--- src/hdl/abna_pkg.sv ---
// Shared types, constants and helpers of the alpha bleed neighbour average block.
package abna_pkg;

   // Largest frame width the line stores are built for
   localparam int unsigned MAX_WIDTH_DEFAULT = 2048;

   // Register reset values
   localparam logic [11:0] FRAME_WIDTH_RESET  = 12'd256;
   localparam logic [15:0] FRAME_HEIGHT_RESET = 16'd256;

   // Register index, taken from the word address of the configuration port
   typedef enum logic {
      REG_FRAME_WIDTH  = 1'b0,
      REG_FRAME_HEIGHT = 1'b1
   } reg_index_type;

   // Sequencer states
   typedef enum logic [1:0] {
      ST_IDLE,
      ST_READ_NEXT,
      ST_READ_DOWN,
      ST_FINISH
   } state_type;

   // One RGBA pixel, red in the low byte
   typedef struct packed {
      logic [7:0] alpha;
      logic [7:0] blue;
      logic [7:0] green;
      logic [7:0] red;
   } pixel_type;

   typedef struct packed {
      logic [7:0] in_red;
      logic [7:0] in_green;
      logic [7:0] in_blue;
      logic [7:0] in_alpha;
      logic       drain;
   } req_type;

   typedef struct packed {
      logic [7:0] out_red;
      logic [7:0] out_green;
      logic [7:0] out_blue;
      logic [7:0] out_alpha;
      logic       frame_end;
   } rsp_type;

   typedef struct packed {
      logic [11:0] frame_width;
      logic [15:0] frame_height;
   } cfg_type;

   // Truncating divide of a channel sum by a neighbour count of 1 to 4
   function automatic logic [7:0] avg_div(input logic [9:0] sum, input logic [2:0] count);
      logic [19:0] prod;
      logic [7:0]  quo;
      prod = 20'(sum) * 20'd683;
      case (count)
         3'd2:    quo = sum[8:1];
         3'd3:    quo = prod[18:11];
         3'd4:    quo = sum[9:2];
         default: quo = sum[7:0];
      endcase
      return quo;
   endfunction

endpackage

--- src/hdl/abna_csr.sv ---
// APB-style register file holding frame width and frame height.
module abna_csr (
   input  logic                clock,
   input  logic                reset,
   input  logic                psel,
   input  logic                penable,
   input  logic                pwrite,
   input  logic [2:0]          paddr,
   input  logic [31:0]         pwdata,
   output logic [31:0]         prdata,
   output logic                pready,
   output abna_pkg::cfg_type   cfg
);

   logic [11:0]             frame_width_ff;
   logic [11:0]             frame_width_in;
   logic [15:0]             frame_height_ff;
   logic [15:0]             frame_height_in;
   logic                    wr_strobe;
   abna_pkg::reg_index_type reg_index;

   assign pready    = 1'b1;
   assign reg_index = abna_pkg::reg_index_type'(paddr[2]);
   assign wr_strobe = psel && penable && pwrite && pready;

   // Decode the write transaction
   always_comb begin
      frame_width_in  = frame_width_ff;
      frame_height_in = frame_height_ff;
      if (wr_strobe) begin
         case (reg_index)
            abna_pkg::REG_FRAME_WIDTH:  frame_width_in  = pwdata[11:0];
            abna_pkg::REG_FRAME_HEIGHT: frame_height_in = pwdata[15:0];
            default: ;
         endcase
      end
   end

   always_ff @(posedge clock) begin
      if (reset) begin
         frame_width_ff  <= abna_pkg::FRAME_WIDTH_RESET;
         frame_height_ff <= abna_pkg::FRAME_HEIGHT_RESET;
      end else begin
         frame_width_ff  <= frame_width_in;
         frame_height_ff <= frame_height_in;
      end
   end

   // Return the addressed register
   always_comb begin
      case (reg_index)
         abna_pkg::REG_FRAME_WIDTH:  prdata = {20'd0, frame_width_ff};
         abna_pkg::REG_FRAME_HEIGHT: prdata = {16'd0, frame_height_ff};
         default:                    prdata = 32'd0;
      endcase
   end

   assign cfg.frame_width  = frame_width_ff;
   assign cfg.frame_height = frame_height_ff;

endmodule

--- config.mk ---
export PLATFORM = sky130hd
export DESIGN_NAME = abna_csr
export DESIGN_NICKNAME = d
export VERILOG_FILES = /design/src/hdl/abna_pkg.sv /design/src/hdl/abna_csr.sv
export SDC_FILE = /design/constraint.sdc
export NUM_CORES = 1
export LEC_CHECK = 0
export BUFFER_PORTS_ARGS = -buffer_cell sky130_fd_sc_hd__buf_2
export CORE_MARGIN = 2
export CORE_UTILIZATION = 42
export CTS_CLUSTER_DIAMETER = 80
export DETAILED_ROUTE_END_ITERATION = 7
export PLACE_DENSITY = 0.8
export REMOVE_ABC_BUFFERS = 1
export SKIP_CTS_REPAIR_TIMING = 1
export SYNTH_ARGS = -nofsm -noshare
export SYNTH_HDL_FRONTEND = slang
export SYNTH_SLANG_ARGS = --single-unit
--- constraint.sdc ---
create_clock -name clock -period 1.1 [get_ports clock]
set_clock_uncertainty 0.2 [all_clocks]
set_input_delay 0.055 -clock clock [delete_from_list [all_inputs] [get_ports clock]]
set_output_delay 0.055 -clock clock [all_outputs]
set_load 0.005 [all_outputs]
Word level (Yosys, flattened, before mapping)
Cells that the tools add are included.
{ "totals": {"reg_bits": 28, "latchBits": 0, "ram_bits": 0, "mem_bits_ro": 0, "input_bits": 40, "elab_cells": 8, "memories": 0} }
{ "op_classes": {"add_sub_neg": 0, "mul": 0, "div": 0, "magnitude_cmp": 0, "n_eq_ne": 0, "shift": 0, "mux": 1, "n_bitwise": 1, "reduce_logical": 4} }
{ "op_table": {"columns": ["cell", "n"], "rows": [
  ["32-bit one-hot mux with 2 select lines", 1],
  ["2-bit AND reduction", 2],
  ["1-bit logical AND", 2],
  ["1-bit NOT", 1]
]} }

Longest topological paths before layout
Gate-level depths: netlist (run 1).
{ "logic_depth": {"word_depth": 3, "ltp_mapped": 4, "ltp_nobuf": 2} }

Worst setup path before layout (run 1)
Ideal clock, no wire load.
{ "synth_timing": {"path_kind": "input-to-reg", "from": "input port paddr[2]", "to": "register frame_height_ff[10]", "setup_time_ps": 72, "t_arrival_ps": 683, "path_slack_ps": 145, "path_stages": 4, "n_path_buf": 2, "cell_sequence": "buf_6 > and4_4 > buf_12 > mux2i_1"} }
{ "synth_between": {"elab_chain_cells": 1} }
{ "synth_rtl": {"columns": ["element", "line_no", "rtl"], "rows": [
  ["start: declaration", "abna_csr.sv:8", "input logic [2:0] paddr,"],
  ["2-bit AND reduction (no line)", null, null],
  ["end signal: assignment", "abna_csr.sv:42", "frame_height_ff <= abna_pkg::FRAME_HEIGHT_RESET;"],
  ["end signal: assignment", "abna_csr.sv:45", "frame_height_ff <= frame_height_in;"],
  ["end: declaration", "abna_csr.sv:17", "logic [15:0] frame_height_ff;"]
]} }
No other way between the ends.
A chain may end at the register's enable or synchronous reset.

Worst setup path after layout (run 1)
{ "layout_timing": {"from": "register frame_width_ff[2]", "to": "output port prdata[2]"} }
{ "layout_between": {"elab_chain_cells": 1} }
{ "layout_rtl": {"columns": ["element", "line_no", "rtl"], "rows": [
  ["start: declaration", "abna_csr.sv:15", "logic [11:0] frame_width_ff;"],
  ["start signal: assignment", "abna_csr.sv:41", "frame_width_ff <= abna_pkg::FRAME_WIDTH_RESET;"],
  ["start signal: assignment", "abna_csr.sv:44", "frame_width_ff <= frame_width_in;"],
  ["32-bit one-hot mux with 2 select lines", "abna_csr.sv:51", "case (reg_index)"],
  ["end: declaration", "abna_csr.sv:10", "output logic [31:0] prdata,"]
]} }
No other way between the ends. The select of a mux whose other input is x is not followed.

==> results.toml, run 1 <==
[timing]
final.period_utilization_pct = 121
relSlewSlack_pct = 64.2
setup_viol = 17
fmax_mhz = 752
finalHoldViolations = 5
period_needed_ns = 1.33
setup-tns-final_ns = -2.99
hold_ws_ns = -0.0617
timing.final.ws_setup_ns = -0.230
tightest_slew_ns = 0.536
maxSlewViolCount = 0
rsz0062_at_grt = "true"

[floorplan]
core_mm2 = 0.00339
ios = 101
die_area_mm2 = 0.00410
row_count = 21
die_width_um = 64.0
start_util_pct = 44.7
die_h_um = 64.0

[finish]
regArea_um2 = 594
layout-drive-gt1-share_pct = 52.6
area_growth_pct = 41.6
multi_input_area_um2 = 833
final_area_mm2 = 0.00214
n_antenna_cell = 0
nFillCells = 276
num-nets-final = 271
fin_util_pct = 63.2
stdcell_count = 276

[critical_path]
crit_slowest_cell = "dfxtp_2"
arrival_ns = 1.07
worst-path-buf-inv = 1
critPathCaptureType = "output port"
cp_top_family = "flip-flops"
critPathMaxStageDelay_ns = 0.36
timing.rr.start = "frame_width_ff[3]$_SDFFE_PP0P_"
reg2reg_depth = 4
r2r_end = "frame_width_ff[3]$_SDFFE_PP0P_"
crit_chain = "mux2_4, buf_6"
r2r_slack_ns = 0.10
crit_type = "register to output port"
required_ns = 0.84
startpoint_type = "register"
cp_max_fo = 3

[clock_tree]
clk_latency_ns = 0.32
numCtsBuffers = 3
root_buffer = "clkbuf_4"
clockBufferDepth = 2
htreeDepth = 1
clk_pin_slew_ns = 0.16
cts_tree = "built"
cts_num_sinks = 28

[logic_synthesis]
synth_top_family_by_area = "multiplexers"
synthesis.area_mm2 = 0.00151
avgSynthCellArea_um2 = 10.2
synth_xor_area_share_pct = 0
yosys_warnings = 0
synth_compound_area_share_pct = 0
synth-edff-count = 0
synthTopCellsByArea = "dfxtp_1 (37%), mux2i_1 (19%), nand2b_1 (17%), mux2_2 (8.9%), buf_4 (8.4%)"
yosys_most_used_dff = "dfxtp_1"
muxShareOfSynthArea_pct = 27.4
synth_top_area_share_pct = 37.0
synthArstFlopShare_pct = 0
ys_ff_latch = 28
synth_top_cell_by_area = "dfxtp_1"
syn_inst = 148
yosys-top-cells-count = "nand2b_1 (41), dfxtp_1 (28), mux2i_1 (28), buf_4 (17), mux2_2 (12)"
ys_seq_area_share_pct = 37.0
ys_types = 16
synth_fa_ha_area_share_pct = 0
synth_simple_gate_area_share_pct = 22.1
yosysMostFrequentCell = "nand2b_1"

[worst_hold_path]
hold-path-endpoint = "frame_height_ff[1]$_SDFFE_PP0P_"
hold_path.class = "primary input to register"
hold_depth = 3
min_from = "pwrite"

[place]
numPortBuffers = 65
placed_cell_area_mm2 = 0.00180
placedCellCount = 252
dp_hpwl_mm = 2.12
gp_congestion = 0.652
pre_cts_ws_ns = -0.0462

[route]
dr.pass1.iters = 4
drtIter0Drc = 47
wirelength_mm = 3.37
drt.antenna.violating_nets = 0
wire_per_inst_um = 12.2
drc = 0
vias = 1243
via_per_inst = 4.50

[pwr]
ir_worst_vdd_v = 0.000554
power_density_mw_per_mm2 = 953
cellLeakagePower_nw = 1.08
p_total_mw = 2.04

[global_routing]
antenna_found_initial = 0
grt.overflow.total = 0
grt_start_max_net_pins = 45
grt_pass1_wl_mm = 4.36
grt_pass1_vias = 967
grt_usage_pct = 13.2

[status]
violations = "hold timing, setup timing"
status = "finished, violations left"

[flow_run]
drv_cap = 0
## cell usage in the layout (no fill, tap or decap), types with 6 or more instances in the layout
cell / netlist / layout
buf_2: 2 / 58
buf_6: 2 / 8
mux2_2: 12 / 9
dfxtp_2: 0 / 27
nand2b_1: 41 / 41
mux2i_1: 28 / 28
dlygate4sd3_1: 0 / 16
conb_1: 2 / 17
buf_4: 17 / 6
## flip-flops by register name, summed over array words and instances (netlist names)
signal,flops
frame_height_ff,16
frame_width_ff,12
## tightest hold or removal path: stages
cell     delay [ns]
buf_2          0.12
nand4_2        0.18
mux2i_1        0.09
## layout make-up
cell class                      count  area share (%)
Clock buffer                        3            1.05
Clock inverter                      1            1.40
Multi-Input combinational cell    109            38.9
Sequential cell                    28            27.7
Tap cell                           46            2.69
Timing Repair Buffer               89            28.3
## metal layers
metal	vias up	global-route usage, %	part of all wire, %
met5	-	0	0
met4	0	5.71	0.80
met3	2	1.94	5.7
met2	53	21.0	48
met1	570	17.8	45
li1	618	-	-
## worst max-delay path by stage
| stage | from | end | depth (start not counted) |
|---|---|---|---|
| 6_report | frame_width_ff[2]$_SDFFE_PP0P_ | prdata[2] | 2 |
| 2_1_floorplan | paddr[2] | frame_width_ff[10]$_SDFFE_PP0P_ | 2 |
| 3_3_place_gp | paddr[2] | frame_width_ff[0]$_SDFFE_PP0P_ | 3 |
| 3_5_place_dp | paddr[2] | frame_width_ff[4]$_SDFFE_PP0P_ | 3 |
| 5_1_grt | frame_height_ff[1]$_SDFFE_PP0P_ | prdata[1] | 2 |
| 4_1_cts | frame_width_ff[10]$_SDFFE_PP0P_ | prdata[10] | 2 |
## kinds of logic after synthesis
family	after synthesis
simple gates	52
mux	40
flops	28
buf+inv	26
other cells	2
## power breakdown
group / total (mW) / internal, mW / switching [mW]
sequential: 1.06 / 1.04 / 0.0162
combinational: 0.304 / 0.177 / 0.127
clock: 0.681 / 0.368 / 0.312
total: 2.04 / 1.59 / 0.456
Power figures use the tool's default switching activity.
==> run 2, diff against run 1 <==
CORE_UTILIZATION = 45   (was 42)
PLACE_DENSITY = 0.85   (was 0.8)
clock period = 1.7 ns   (was 1.1 ns; I/O delays follow)
==> results.toml, run 2 (same netlist as run 1, synthesis figures left out) <==
[route]
dr.pass1.iters = 4
wirelength_mm = 3.18
vias = 1218
drtIter0Drc = 56
drc = 0
via_per_inst = 4.48
wire_per_inst_um = 11.7
drt.antenna.violating_nets = 0

[global_routing]
grt.overflow.total = 0
grt_pass1_vias = 972
grt_usage_pct = 14.4
grt_pass1_wl_mm = 4.12
antenna_found_initial = 0
grt_start_max_net_pins = 45

[timing]
maxSlewViolCount = 0
setup_viol = 0
hold_ws_ns = 0.119
final.period_utilization_pct = 79.9
relSlewSlack_pct = 62.6
period_needed_ns = 1.36
tightest_slew_ns = 0.561
finalHoldViolations = 0
setup-tns-final_ns = 0
fmax_mhz = 736
rsz0062_at_grt = "false"

[finish]
layout_common_cells = "buf_2 (65), nand2b_1 (41), mux2i_1 (28), dfxtp_1 (28), dlygate4sd3_1 (19)"
nFillCells = 296
top_regs = "frame_height_ff: 16 flops, frame_width_ff: 12 flops"
final_area_mm2 = 0.00199
largest_reg_flops = 16
num-nets-final = 267
final_common_cell = "buf_2"
n_antenna_cell = 0
layout-drive-gt1-share_pct = 37.2
regMostFlops = "frame_height_ff"
area_growth_pct = 31.6
fin_util_pct = 60.6

[critical_path]
crit_slowest_cell = "dfxtp_1"
cp_top_family = "flip-flops"
startpoint_type = "register"
worst-path-buf-inv = 1
arrival_ns = 1.07
critPathCaptureType = "output port"
r2r_slack_ns = 0.85
crit_chain = "mux2_2, buf_2"
required_ns = 1.41
critPathMaxStageDelay_ns = 0.36
cp_max_fo = 3
crit_type = "register to output port"

[place]
gp_congestion = 0.627
placed_cell_area_mm2 = 0.00177
numPortBuffers = 65
dp_hpwl_mm = 2.04

[floorplan]
start_util_pct = 46.1
die_area_mm2 = 0.00384
core_mm2 = 0.00328
die_width_um = 62
die_h_um = 62
row_count = 21
ios = 101

[clock_tree]
htreeDepth = 1
cts_num_sinks = 28
root_buffer = "clkbuf_4"
numCtsBuffers = 3
clockBufferDepth = 2
clk_latency_ns = 0.31
clk_pin_slew_ns = 0.15
cts_tree = "built"

[pwr]
power_density_mw_per_mm2 = 593
ir_worst_vdd_v = 0.000245
cellLeakagePower_nw = 1.02

[worst_hold_path]
hold_path.class = "primary input to register"

[status]
status = "completed"

[flow_run]
drv_cap = 0
[run 2: cell types whose count changed in the layout (fill, tap and decap cells not counted), sizes merged]
| cell | before | now |
|---|---|---|
| clkbuf | 3 | 4 |
| bufinv | 1 | 0 |
| buf | 73 | 66 |
| dlygate4sd3 | 16 | 19 |
[run 2: path summary, 6_finish.rpt]
check / from / endpoint / depth (start not counted)
max reg2reg: frame_width_ff[8]$_SDFFE_PP1P_ / frame_width_ff[8]$_SDFFE_PP1P_ / 2
min: reset / frame_height_ff[8]$_SDFFE_PP1P_ / 3
min reg2reg: frame_height_ff[6]$_SDFFE_PP0P_ / frame_height_ff[6]$_SDFFE_PP0P_ / 2
max: frame_width_ff[4]$_SDFFE_PP0P_ / prdata[4] / 2
[run 2: worst min-delay path, cell delays in order]
cell and delay [ns]:
buf_2 0.29, nor2_1 0.16, mux2i_1 0.07
[run 2: through the flow]
| step | worst slack, ns | total power [mW] | instances |
|---|---|---|---|
| floorplan | 0.684 | 0.767 | 137 |
| CTS | 0.334 | 1.17 | 253 |
| global route | 0.282 | 1.25 | 272 |
| global placement | 0.274 | 0.840 | 249 |
| detailed placement | 0.246 | 0.843 | 249 |
| finish | 0.342 | 1.18 | 272 |
[run 2: area by class of cell]
cell class / count / area (um^2) / share of cell area [%]
Multi-Input combinational cell: 109 / 815 / 40.9
Sequential cell: 28 / 561 / 28.1
Timing Repair Buffer: 85 / 523 / 26.3
Tap cell: 46 / 57.6 / 2.89
Clock buffer: 4 / 36.3 / 1.82
[run 2: metal layers]
| metal | vias to the layer above | track usage (%) | part of all wire [%] |
|---|---|---|---|
| li1 | 612 | - | - |
| met1 | 557 | 17.7 | 41 |
| met2 | 47 | 25.1 | 52 |
| met3 | 2 | 2.28 | 6.3 |
| met4 | 0 | 5.47 | 0.44 |
| met5 | - | 0 | 0 |
[run 2: where the power goes]
part	switching (mW)	internal (mW)	total, mW
Sequential	0.00965	0.671	0.681
Clock	0.187	0.131	0.318
Combinational	0.0793	0.104	0.183
