--- src/hdl/abna_pkg.sv ---
// Shared types, constants and helpers of the alpha bleed neighbour average block.
package abna_pkg;

   // Largest frame width the line stores are built for
   localparam int unsigned MAX_WIDTH_DEFAULT = 2048;

   // Register reset values
   localparam logic [11:0] FRAME_WIDTH_RESET  = 12'd256;
   localparam logic [15:0] FRAME_HEIGHT_RESET = 16'd256;

   // Register index, taken from the word address of the configuration port
   typedef enum logic {
      REG_FRAME_WIDTH  = 1'b0,
      REG_FRAME_HEIGHT = 1'b1
   } reg_index_type;

   // Sequencer states
   typedef enum logic [1:0] {
      ST_IDLE,
      ST_READ_NEXT,
      ST_READ_DOWN,
      ST_FINISH
   } state_type;

   // One RGBA pixel, red in the low byte
   typedef struct packed {
      logic [7:0] alpha;
      logic [7:0] blue;
      logic [7:0] green;
      logic [7:0] red;
   } pixel_type;

   typedef struct packed {
      logic [7:0] in_red;
      logic [7:0] in_green;
      logic [7:0] in_blue;
      logic [7:0] in_alpha;
      logic       drain;
   } req_type;

   typedef struct packed {
      logic [7:0] out_red;
      logic [7:0] out_green;
      logic [7:0] out_blue;
      logic [7:0] out_alpha;
      logic       frame_end;
   } rsp_type;

   typedef struct packed {
      logic [11:0] frame_width;
      logic [15:0] frame_height;
   } cfg_type;

   // Truncating divide of a channel sum by a neighbour count of 1 to 4
   function automatic logic [7:0] avg_div(input logic [9:0] sum, input logic [2:0] count);
      logic [19:0] prod;
      logic [7:0]  quo;
      prod = 20'(sum) * 20'd683;
      case (count)
         3'd2:    quo = sum[8:1];
         3'd3:    quo = prod[18:11];
         3'd4:    quo = sum[9:2];
         default: quo = sum[7:0];
      endcase
      return quo;
   endfunction

endpackage

--- src/hdl/abna_average.sv ---
// Four-neighbour average of opaque neighbours for one interior pixel.
module abna_average (
   input  abna_pkg::pixel_type center,
   input  abna_pkg::pixel_type up,
   input  abna_pkg::pixel_type left,
   input  abna_pkg::pixel_type right,
   input  abna_pkg::pixel_type down,
   input  logic                right_ok,
   input  logic                down_ok,
   input  logic                interior,
   output abna_pkg::pixel_type result
);

   logic       use_up;
   logic       use_left;
   logic       use_right;
   logic       use_down;
   logic [2:0] count;
   logic [9:0] sum_red;
   logic [9:0] sum_green;
   logic [9:0] sum_blue;

   // Count only neighbours that exist and are not transparent
   assign use_up    = up.alpha != 8'd0;
   assign use_left  = left.alpha != 8'd0;
   assign use_right = right_ok && (right.alpha != 8'd0);
   assign use_down  = down_ok && (down.alpha != 8'd0);

   assign count = 3'(use_up) + 3'(use_left) + 3'(use_right) + 3'(use_down);

   assign sum_red   = (use_up    ? 10'(up.red)    : 10'd0)
                    + (use_left  ? 10'(left.red)  : 10'd0)
                    + (use_right ? 10'(right.red) : 10'd0)
                    + (use_down  ? 10'(down.red)  : 10'd0);
   assign sum_green = (use_up    ? 10'(up.green)    : 10'd0)
                    + (use_left  ? 10'(left.green)  : 10'd0)
                    + (use_right ? 10'(right.green) : 10'd0)
                    + (use_down  ? 10'(down.green)  : 10'd0);
   assign sum_blue  = (use_up    ? 10'(up.blue)    : 10'd0)
                    + (use_left  ? 10'(left.blue)  : 10'd0)
                    + (use_right ? 10'(right.blue) : 10'd0)
                    + (use_down  ? 10'(down.blue)  : 10'd0);

   // Replace color only on interior pixels with at least one opaque neighbour
   always_comb begin
      result = center;
      if (interior && (count != 3'd0)) begin
         result.red   = abna_pkg::avg_div(sum_red, count);
         result.green = abna_pkg::avg_div(sum_green, count);
         result.blue  = abna_pkg::avg_div(sum_blue, count);
      end
   end

endmodule
--- config.mk ---
export PLATFORM = sky130hd
export DESIGN_NAME = abna_average
export DESIGN_NICKNAME = d
export VERILOG_FILES = /design/src/hdl/abna_pkg.sv /design/src/hdl/abna_average.sv
export SDC_FILE = /design/constraint.sdc
export NUM_CORES = 1
export LEC_CHECK = 0
export ABC_AREA = 1
export BUFFER_PORTS_ARGS = -buffer_cell sky130_fd_sc_hd__buf_2
export CAP_MARGIN = 20
export CORE_UTILIZATION = 43
export DETAILED_ROUTE_END_ITERATION = 8
export PLACE_DENSITY = 0.71
export SLEW_MARGIN = 20
export SYNTH_ARGS = -nofsm -noshare
export SYNTH_HDL_FRONTEND = slang
export SYNTH_SLANG_ARGS = --single-unit
--- constraint.sdc ---
create_clock -name vclk -period 23.9
set_input_delay 7.17 -clock vclk [all_inputs]
set_output_delay 7.17 -clock vclk [all_outputs]
set_load 0.01 [all_outputs]
# ---- After elaboration in Yosys (flattened, before gate mapping)
# Cells that the tools add are included.
dict set report totals {
  reg_bits 0
  wordCells 42
  input_bits 163
  out_inout_bits 32
}
dict set report op_classes {
  n_reduce_logical 8
  add_sub_neg 12
  mux 16
  n_eq_ne 3
  n_mul 3
}
# operator n
set ops {}
lappend ops {{two-way mux 8 bit} 12}
lappend ops {{case mux 8 bit (3 select lines)} 3}
lappend ops {{multiplier 10 x 10 -> 19 bit (second input constant)} 3}
lappend ops {{nonzero test 8 bit} 4}
lappend ops {{adder 10 x 8 -> 10 bit} 3}
lappend ops {{adder 9 x 8 -> 10 bit} 3}
lappend ops {{adder 8 x 8 -> 9 bit} 3}
lappend ops {{two-way mux 24 bit} 1}
lappend ops {{equality test 3 x 2 -> 1 bit (second input constant)} 2}
lappend ops {{adder 2 x 1 -> 3 bit} 1}
lappend ops {{adder 3 x 1 -> 3 bit} 1}
lappend ops {{equality test 3 bit (second input constant)} 1}
lappend ops {{logical AND 1 bit} 3}
lappend ops {{nonzero test 3 bit} 1}
lappend ops {{adder 1 x 1 -> 2 bit} 1}

# ---- Logic depth before layout (Yosys ltp)
# Gate-level depths: netlist of run 1.
dict set report logic_depth {
  word_depth 8
  ltp_mapped 45
}

# ---- Worst setup path before layout of run 1
# OpenSTA, ideal clock, no wires.
dict set report synth_timing {
  path_kind {in2out}
  from {input left[30] in the netlist's numbering}
  to {output result[20] in the netlist's numbering}
  arrival_time_ns 13.899
  path_stages 34
  slack_ns 2.831
  path_cell_list {or4_1 nor2_4 buf_4 nor2_1 fa_1 inv_1 fa_1 inv_1 ha_1 fa_1 nand2_1 nand3_1 nand2_1 inv_1 or2_2 nand2_1 inv_1 ha_1 inv_1 fa_1 inv_1 fa_1 fa_1 ha_1 ha_1 a21oi_1 o21ai_0 a21oi_1 nand2_1 or2_2 nand3_1 nand2_1 nand2_1 nand2_1}
}
# item line_no
set synth_rtl {}
lappend synth_rtl {{start: declaration} abna_average.sv:5} ;# input abna_pkg::pixel_type left,
lappend synth_rtl {{end: declaration} abna_average.sv:11} ;# output abna_pkg::pixel_type result

==> run metrics, run 1 <==
status=complete, no violations; final setup fails=0; DRT Pass-1 Iters=6; HP Class=primary input to primary output; largest net degree at the start of global routing=35; num sequential=0; crit path DAT=14.84 ns; Residual DRC=0; DR vias=9,847; WL per Instance=14.4 microns; vias in the first global route=9,854; Post-Layout Cell Count=between 1,500 and 2,000; row count=55; critical path endpoint category=primary output; CP Max Fanout=19; initial core utilization=0.441; Unique masters post-synth=46; core box area=between 20,000 and 25,000 sq um; gp weighted congestion=0.987; first-pass GRT wire length=46,200 microns; Synth-to-Final Area Change=11.1%; CP dominant cell by count=nand2_1; I/O pins=195; antenna violations before repair=0; # Post-CTS Setup Buffers=0; min Tclk post-route=22.01 ns; drt via density=slightly above 5; Avg Cell Area, Syn=around 6.7 sq um; Crit Path Class=primary input to primary output; final hold vios=0; die area=23,900 sq um; most common cell after layout, fill and taps aside=inv_1; Tcrit/Tclk final=0.921; Reg area=0 sq um; Max Cap Viol=0; utilization after layout=0.490; slowest stage cell, crit path=or4_1; initial DRC count=521; Fmax=45.4 MHz; IO buf count=179; commonest non-fill, non-tap cells in the layout=inv_1 (358), nand2_1 (356), ha_1 (200), buf_2 (179), nor2_1 (127); Synth warnings=0; worst endpoint required time=about 17 ns; post-CTS resize count=0; pre-CTS setup slack=1.94 ns; chip height=between 150 and 200 microns; fraction of layout cells with a size suffix above 1=0.136; CP peak stage delay=0.57 ns; PnR worst setup slack=approximately 1.9 ns; ANT nets after route=0; Synth Cell Area=10,000 sq um; nets=2,133; Total Wirelength=between 20,000 and 30,000 microns; worst-margin pin slew=0.880 ns; gr usage total=0.237; # diodes=0; die width=roughly 150 microns; final-layout clock buffer total=0; estimated wirelength of the detail-placed design=24,300 microns; share of the yosys chip area belonging to registers=0; Rel. slew slack=0.413; syn nets=approximately 2,000; dpl cells=1,944; CTS Hold Buffers Added=0; critical path launch point type=primary input; RSZ-0062 raised after global routing=no; setup TNS=0 ns; Slew Limit Fails=0; remaining global-route overflow=0; synthesized instance count=~1,500
==> area by class of cell <==
type	instances	area (sq um)
Inverter	368	1380
Timing Repair Buffer	183	926
Multi-Input combinational cell	1108	8460
Tap cell	285	357
Fill cell	2349	11600
==> final timing paths <==
check,slack (ns),cells past startpoint,to,startpoint
worst max-delay path,1.89,38,result[23],left[30]
worst min-delay path,14.34,0,result[24],center[24]
==> cell families (layout without fill, tap and decap cells) <==
kind of cell,count (synthesis),after routing,synth area share
AO/OA/AOI/OAI,167,167,0.0981
AND/OR/NAND/NOR,613,613,0.260
adder cells (fa/ha/maj),309,309,0.468
XOR/XNOR,19,19,0.0192
buffers and inverters,396,551,0.155
==> metal layers <==
| layer | GRT usage | up-vias | routed length, microns |
|---|---|---|---|
| met5 | 0 | - | 0 |
| met4 | 0.0561 | 0 | 694 |
| met3 | 0.00953 | 53 | 1260 |
| met2 | 0.440 | 319 | 13300 |
| met1 | 0.301 | 4485 | 12600 |
| li1 | - | 4990 | - |
==> per-stage QoR <==
step | hold slack [ns] | area [sq um]
after floorplan | 14.43 | 10000
final | 14.34 | 11100
after detailed placement | 14.34 | 11100
after global placement | 14.34 | 11100
after CTS | 14.34 | 11100
after global routing | 14.34 | 11100
==> synthesized netlist by cell type (all sizes together) <==
master,count,area share
nand4,14,0.0087
nor2,136,0.056
a31oi,1,0.00063
o221ai,2,0.0017
or4,4,0.0030
clkinv,2,0.00075
a221oi,6,0.0059
xnor2,8,0.0070
and3,1,0.00063
inv,366,0.14
nor3,7,0.0035
o31ai,1,0.00075
nand3,56,0.028
a21o,12,0.0090
clkbuf,7,0.0026
o21a,5,0.0037
o21ai,54,0.027
or2,8,0.0050
fa,109,0.22
nand3b,15,0.011
buf,21,0.014
ha,200,0.25
o21bai,11,0.0082
xor2,11,0.012
a21boi,1,0.00075
nor4,6,0.0037
and2,2,0.0015
o211ai,4,0.0035
nand2,364,0.14
a21oi,70,0.036
==> worst max-delay path: cells and delay by family <==
kind / cells / cell delay [ns]
buf+inv: 8 / 0.61
fa+ha+maj: 10 / 4.14
simple gates: 20 / 2.90
Power of run 1 is not shown: default switching activity piles up to over one toggle a cycle in this logic, so the estimate is an artifact.
==> run 2: changes to the inputs <==
- ABC_AREA: 1 -> unset
- PLACE_DENSITY: 0.71 -> 0.72
==> run 2 against run 1 <==
Via count shrank 23%. First-iteration DRC count shrank 33%. Routed wire length shrank 16%. Fmax shrank 2.9%. Worst hold slack is the same. Die area shrank 13%. Critical path depth shrank 6. Area after synthesis shrank 13%. Setup slack lost 0.65 ns.
==> run metrics, run 2 <==
Area contributors post-synth=ha_1 (29%), fa_1 (25%), inv_1 (9.5%) (was ha_1 (25%), fa_1 (22%), inv_1 (13%)); Residual DRC=0 (unchanged); die area=20,900 sq um (was 23,900 sq um); Total Wirelength=23,400 microns (was 27,900 microns); M2 GR Usage=0.409 (was 0.440); Slew Limit Fails=0 (unchanged); Synth warnings=0 (unchanged); initial core utilization=0.444 (was 0.441); met1 usage=0.314 (was 0.301); # diodes=0 (unchanged); busiest grt layer=met2 (unchanged); min Tclk post-route=22.66 ns (was 22.01 ns); fraction of layout cells with a size suffix above 1=0.176 (was 0.136); Post-synth top cells=inv_1 (222), ha_1 (200), fa_1 (109) (was inv_1 (358), nand2_1 (356), ha_1 (200)); remaining global-route overflow=0 (unchanged); final hold vios=0 (unchanged); Synth Cell Area=8730 sq um (was 10,000 sq um); gr usage total=0.234 (was 0.237); WL per Instance=15.9 microns (was 14.4 microns); critical path endpoint category=primary output (unchanged); drt via density=5.18 (was 5.07); area fraction of the dominant cell type after synthesis=0.287 (was 0.250); Fmax=44.1 MHz (was 45.4 MHz); die width=144 microns (was 155 microns); Synth-to-Final Area Change=13.1% (was 11.1%); share of the yosys chip area belonging to registers=0 (unchanged); final-layout clock buffer total=0 (unchanged); Reg area=0 sq um (unchanged); syn nets=1,519 (was 1,976); IO buf count=179 (unchanged); nets=1,677 (was 2,133); RSZ-0062 raised after global routing=no (unchanged); I/O pins=195 (unchanged); # Post-CTS Setup Buffers=0 (unchanged); worst-margin pin slew=1.02 ns (was 0.880 ns); num sequential=0 (unchanged); commonest non-fill, non-tap cells in the layout=inv_1 (222), ha_1 (200), buf_2 (179), fa_1 (109), nand2_1 (74) (was inv_1 (358), nand2_1 (356), ha_1 (200), buf_2 (179), nor2_1 (127)); Max Cap Viol=0 (unchanged); cell taking the most area after synthesis=ha_1 (unchanged); initial DRC count=347 (was 521); most common cell in the netlist=inv_1 (unchanged); slowest stage cell, crit path=xnor2_1 (was or4_1); worst endpoint required time=16.73 ns (about the same); vias in the first global route=7,880 (was 9,854); chip height=144 microns (was 155 microns); setup TNS=0 ns (unchanged); first-pass GRT wire length=38,300 microns (was 46,200 microns); HP Class=primary input to primary output (unchanged); Avg Cell Area, Syn=8.34 sq um (was 6.66 sq um); Unique masters post-synth=66 (was 46); core box area=19,700 sq um (was 22,700 sq um); estimated wirelength of the detail-placed design=20,900 microns (was 24,300 microns); crit path buf inv count=8 (unchanged); largest net degree at the start of global routing=27 (was 35); row count=51 (was 55); Rel. slew slack=0.320 (was 0.413); Tcrit/Tclk final=0.948 (was 0.921); Hold Worst Slack=14.34 ns (unchanged); CTS Hold Buffers Added=0 (unchanged); final setup fails=0 (unchanged); CP peak stage delay=0.71 ns (was 0.57 ns); Finished Cell Area=9870 sq um (was 11,100 sq um); most common cell after layout, fill and taps aside=inv_1 (unchanged); DRT Pass-1 Iters=5 (was 6); post-CTS resize count=0 (unchanged); ANT nets after route=0 (unchanged); dpl cell area=9870 sq um (was 11,100 sq um); synthesized instance count=1,047 (was 1,504); critical path launch point type=primary input (unchanged); status=complete, no violations (unchanged); Crit Path Class=primary input to primary output (unchanged); met3 Resource Use GR=0.0275 (was 0.00953); CP Max Fanout=25 (was 19); gate family responsible for the most delay along the worst path=adder cells (unchanged); DR vias=7,605 (was 9,847); crit path DAT=15.49 ns (was 14.84 ns); antenna violations before repair=1 (was 0); gp weighted congestion=0.930 (was 0.987)
-- run 2: cell types whose count changed after synthesis, moves of 23 or more --
cell / before / now
nand2_1: 356 / 74
o21ai_0: 52 / 29
nand3_1: 56 / 7
nor2_1: 127 / 34
xnor2_1: 8 / 42
and2_1: 1 / 61
inv_1: 358 / 222
-- run 2: cell type report --
class | count | area, sq um
Fill cell | 1956 | 9780
Multi-Input combinational cell | 793 | 7750
Timing Repair Buffer | 186 | 948
Inverter | 224 | 841
Tap cell | 265 | 332
-- run 2: metrics by stage --
stage | utilization | cells | worst slack (ns)
after floorplan | - | 1047 | 2.59
after global placement | 0.502 | 1468 | 1.41
after detailed placement | 0.502 | 1468 | 1.14
after CTS | 0.502 | 1468 | 1.15
after global routing | 0.502 | 1468 | 0.632
final | 0.502 | 1468 | 1.24
-- run 2: kinds of logic (layout without fill, tap and decap cells) --
kind of cell,after synthesis,count (layout),synth area share
adders and majority gates,309,309,0.537
buffers and inverters,254,410,0.113
xor gates and xnor gates,57,57,0.0602
muxes,1,1,0.00115
AOI/OAI and AO/OA,202,202,0.161
and+or+nand+nor,224,224,0.129
-- run 2: worst paths after layout --
check	start	end	slack [ns]	cells after the start
setup / recovery	up[27]	result[13]	1.24	32
hold / removal	center[25]	result[25]	14.34	0
-- run 2: per-layer routing --
layer / part of all wire / routed length [microns] / up-vias
met5: 0 / 0 / -
met4: 0.012 / 289 / 0
met3: 0.068 / 1600 / 18
met2: 0.46 / 10700 / 289
met1: 0.46 / 10800 / 3513
li1: - / - / 3785
Power of run 2 is left out for the same reason.
==> run 3: changes to the inputs <==
- CORE_UTILIZATION: 43 -> 52
- PLACE_DENSITY: 0.72 -> 0.83
- clock period: 23.9 -> 26 ns (I/O delays scaled with it)
==> run 3 against run 2 <==
Routed wire length fell by 1.0%. Utilization is 9.2 points higher. Via count rose by 2.1%. Count of clock-buffer cells in the layout unchanged. Design area fell by 0.85%. Critical path depth stayed put. Non-clock buffer count down 4. Cell count down 3.3%. Die area is 17% lower. Setup slack improved by 0.87 ns. Sequential cell count stayed put. Largest cell class unchanged.
==> run metrics, run 3 (synthesis results as in run 2) <==
worst-margin pin slew=1.06 ns (was 1.02 ns); I/O pins=195 (unchanged); Tcrit/Tclk final=0.919; status=complete, no violations (unchanged); final hold vios=0 (unchanged); gr usage total=0.271 (was 0.234); vias in the first global route=7,989 (was 7,880); drt via density=5.47 (was 5.18); Slew Limit Fails=0 (unchanged); chip height=132 microns (was 144 microns); CTS Hold Buffers Added=0 (unchanged); Synth-to-Final Area Change=12.2% (was 13.1%); min Tclk post-route=23.89 ns; remaining global-route overflow=0 (unchanged); final setup fails=0 (unchanged); post-CTS resize count=0 (unchanged); die width=132 microns (was 144 microns); largest net degree at the start of global routing=27 (unchanged); nets=1,673 (was 1,677); die area=17,300 sq um (was 20,900 sq um); crit path DAT=16.09 ns (was 15.49 ns); DRT Pass-1 Iters=4 (was 5); RSZ-0062 raised after global routing=no (unchanged); number of fill cells=1,491 (was 1,956); critical path endpoint category=primary output (unchanged); most common cell after layout, fill and taps aside=inv_1 (unchanged); WL per Instance=16.3 microns (was 15.9 microns); slowest stage cell, crit path=xnor2_1 (unchanged); fraction of layout cells with a size suffix above 1=0.174 (was 0.176); initial DRC count=463 (was 347); CP Max Fanout=25 (unchanged); estimated wirelength of the detail-placed design=20,700 microns (was 20,900 microns); IO buf count=179 (unchanged); critical path launch point type=primary input (unchanged); Residual DRC=0 (unchanged); gp weighted congestion=0.995 (was 0.930); final-layout clock buffer total=0 (unchanged); commonest non-fill, non-tap cells in the layout=inv_1 (222), ha_1 (200), buf_2 (179), fa_1 (109), nand2_1 (74) (unchanged); CP peak stage delay=0.79 ns (was 0.71 ns); Finished Cell Area=9790 sq um (was 9870 sq um); # diodes=0 (unchanged); Fmax=between 40 and 50 MHz; antenna violations before repair=0 (was 1); first-pass GRT wire length=37,800 microns (was 38,300 microns); Crit Path Class=primary input to primary output (unchanged); dpl cell area=9790 sq um (was 9870 sq um); HP Class=primary input to primary output (unchanged); num sequential=0 (unchanged); DR vias=7,761 (was 7,605); # Post-CTS Setup Buffers=0 (unchanged); Max Cap Viol=0 (unchanged); Rel. slew slack=0.292 (was 0.320); initial core utilization=0.530 (was 0.444); ANT nets after route=0 (unchanged); setup TNS=0 ns (unchanged); core box area=16,500 sq um (was 19,700 sq um); Reg area=0 sq um (unchanged); Total Wirelength=23,100 microns (was 23,400 microns); worst endpoint required time=18.20 ns (was 16.73 ns); row count=47 (was 51)
## run 3: cell types whose count changed in the layout (fill, tap and decap cells not counted), sizes merged
| cell | change |
|---|---|
| buf | -4 |
## run 3: per-stage QoR
step	util	setup slack, ns	hold slack (ns)	std cells
after global routing	0.595	1.54	15.60	1419
final	0.595	2.11	15.60	1419
after global placement	0.594	2.33	15.60	1419
after CTS	0.594	2.16	15.60	1419
after detailed placement	0.594	2.15	15.60	1419
after floorplan	-	3.43	15.69	1047
## run 3: layout make-up
type,instances,area (sq um),area share
Inverter,224,841,0.0859
Multi-Input combinational cell,793,7760,0.792
Timing Repair Buffer,182,918,0.0938
Tap cell,220,275,0.0281
## run 3: layer usage
metal  GRT usage  vias up  share of wire
met5           0        -              0
met4      0.0795        0          0.030
met3      0.0120       43          0.056
met2       0.486      303           0.48
met1       0.350     3633           0.43
li1            -     3782              -
## run 3: final timing paths
kind  startpoint          to  slack [ns]  depth (start not counted)
max       up[31]  result[13]        2.11                         32
min   center[28]  result[28]       15.60                          0
## run 3: worst max-delay path, delay by kind of cell
family / cells / cell delay, ns
mux: 1 / 0.20
compound gates: 7 / 1.17
xor+xnor: 1 / 0.79
buf+inv: 8 / 0.60
simple gates: 5 / 1.52
fa+ha+maj: 10 / 3.98
Power of run 3 is left out for the same reason.
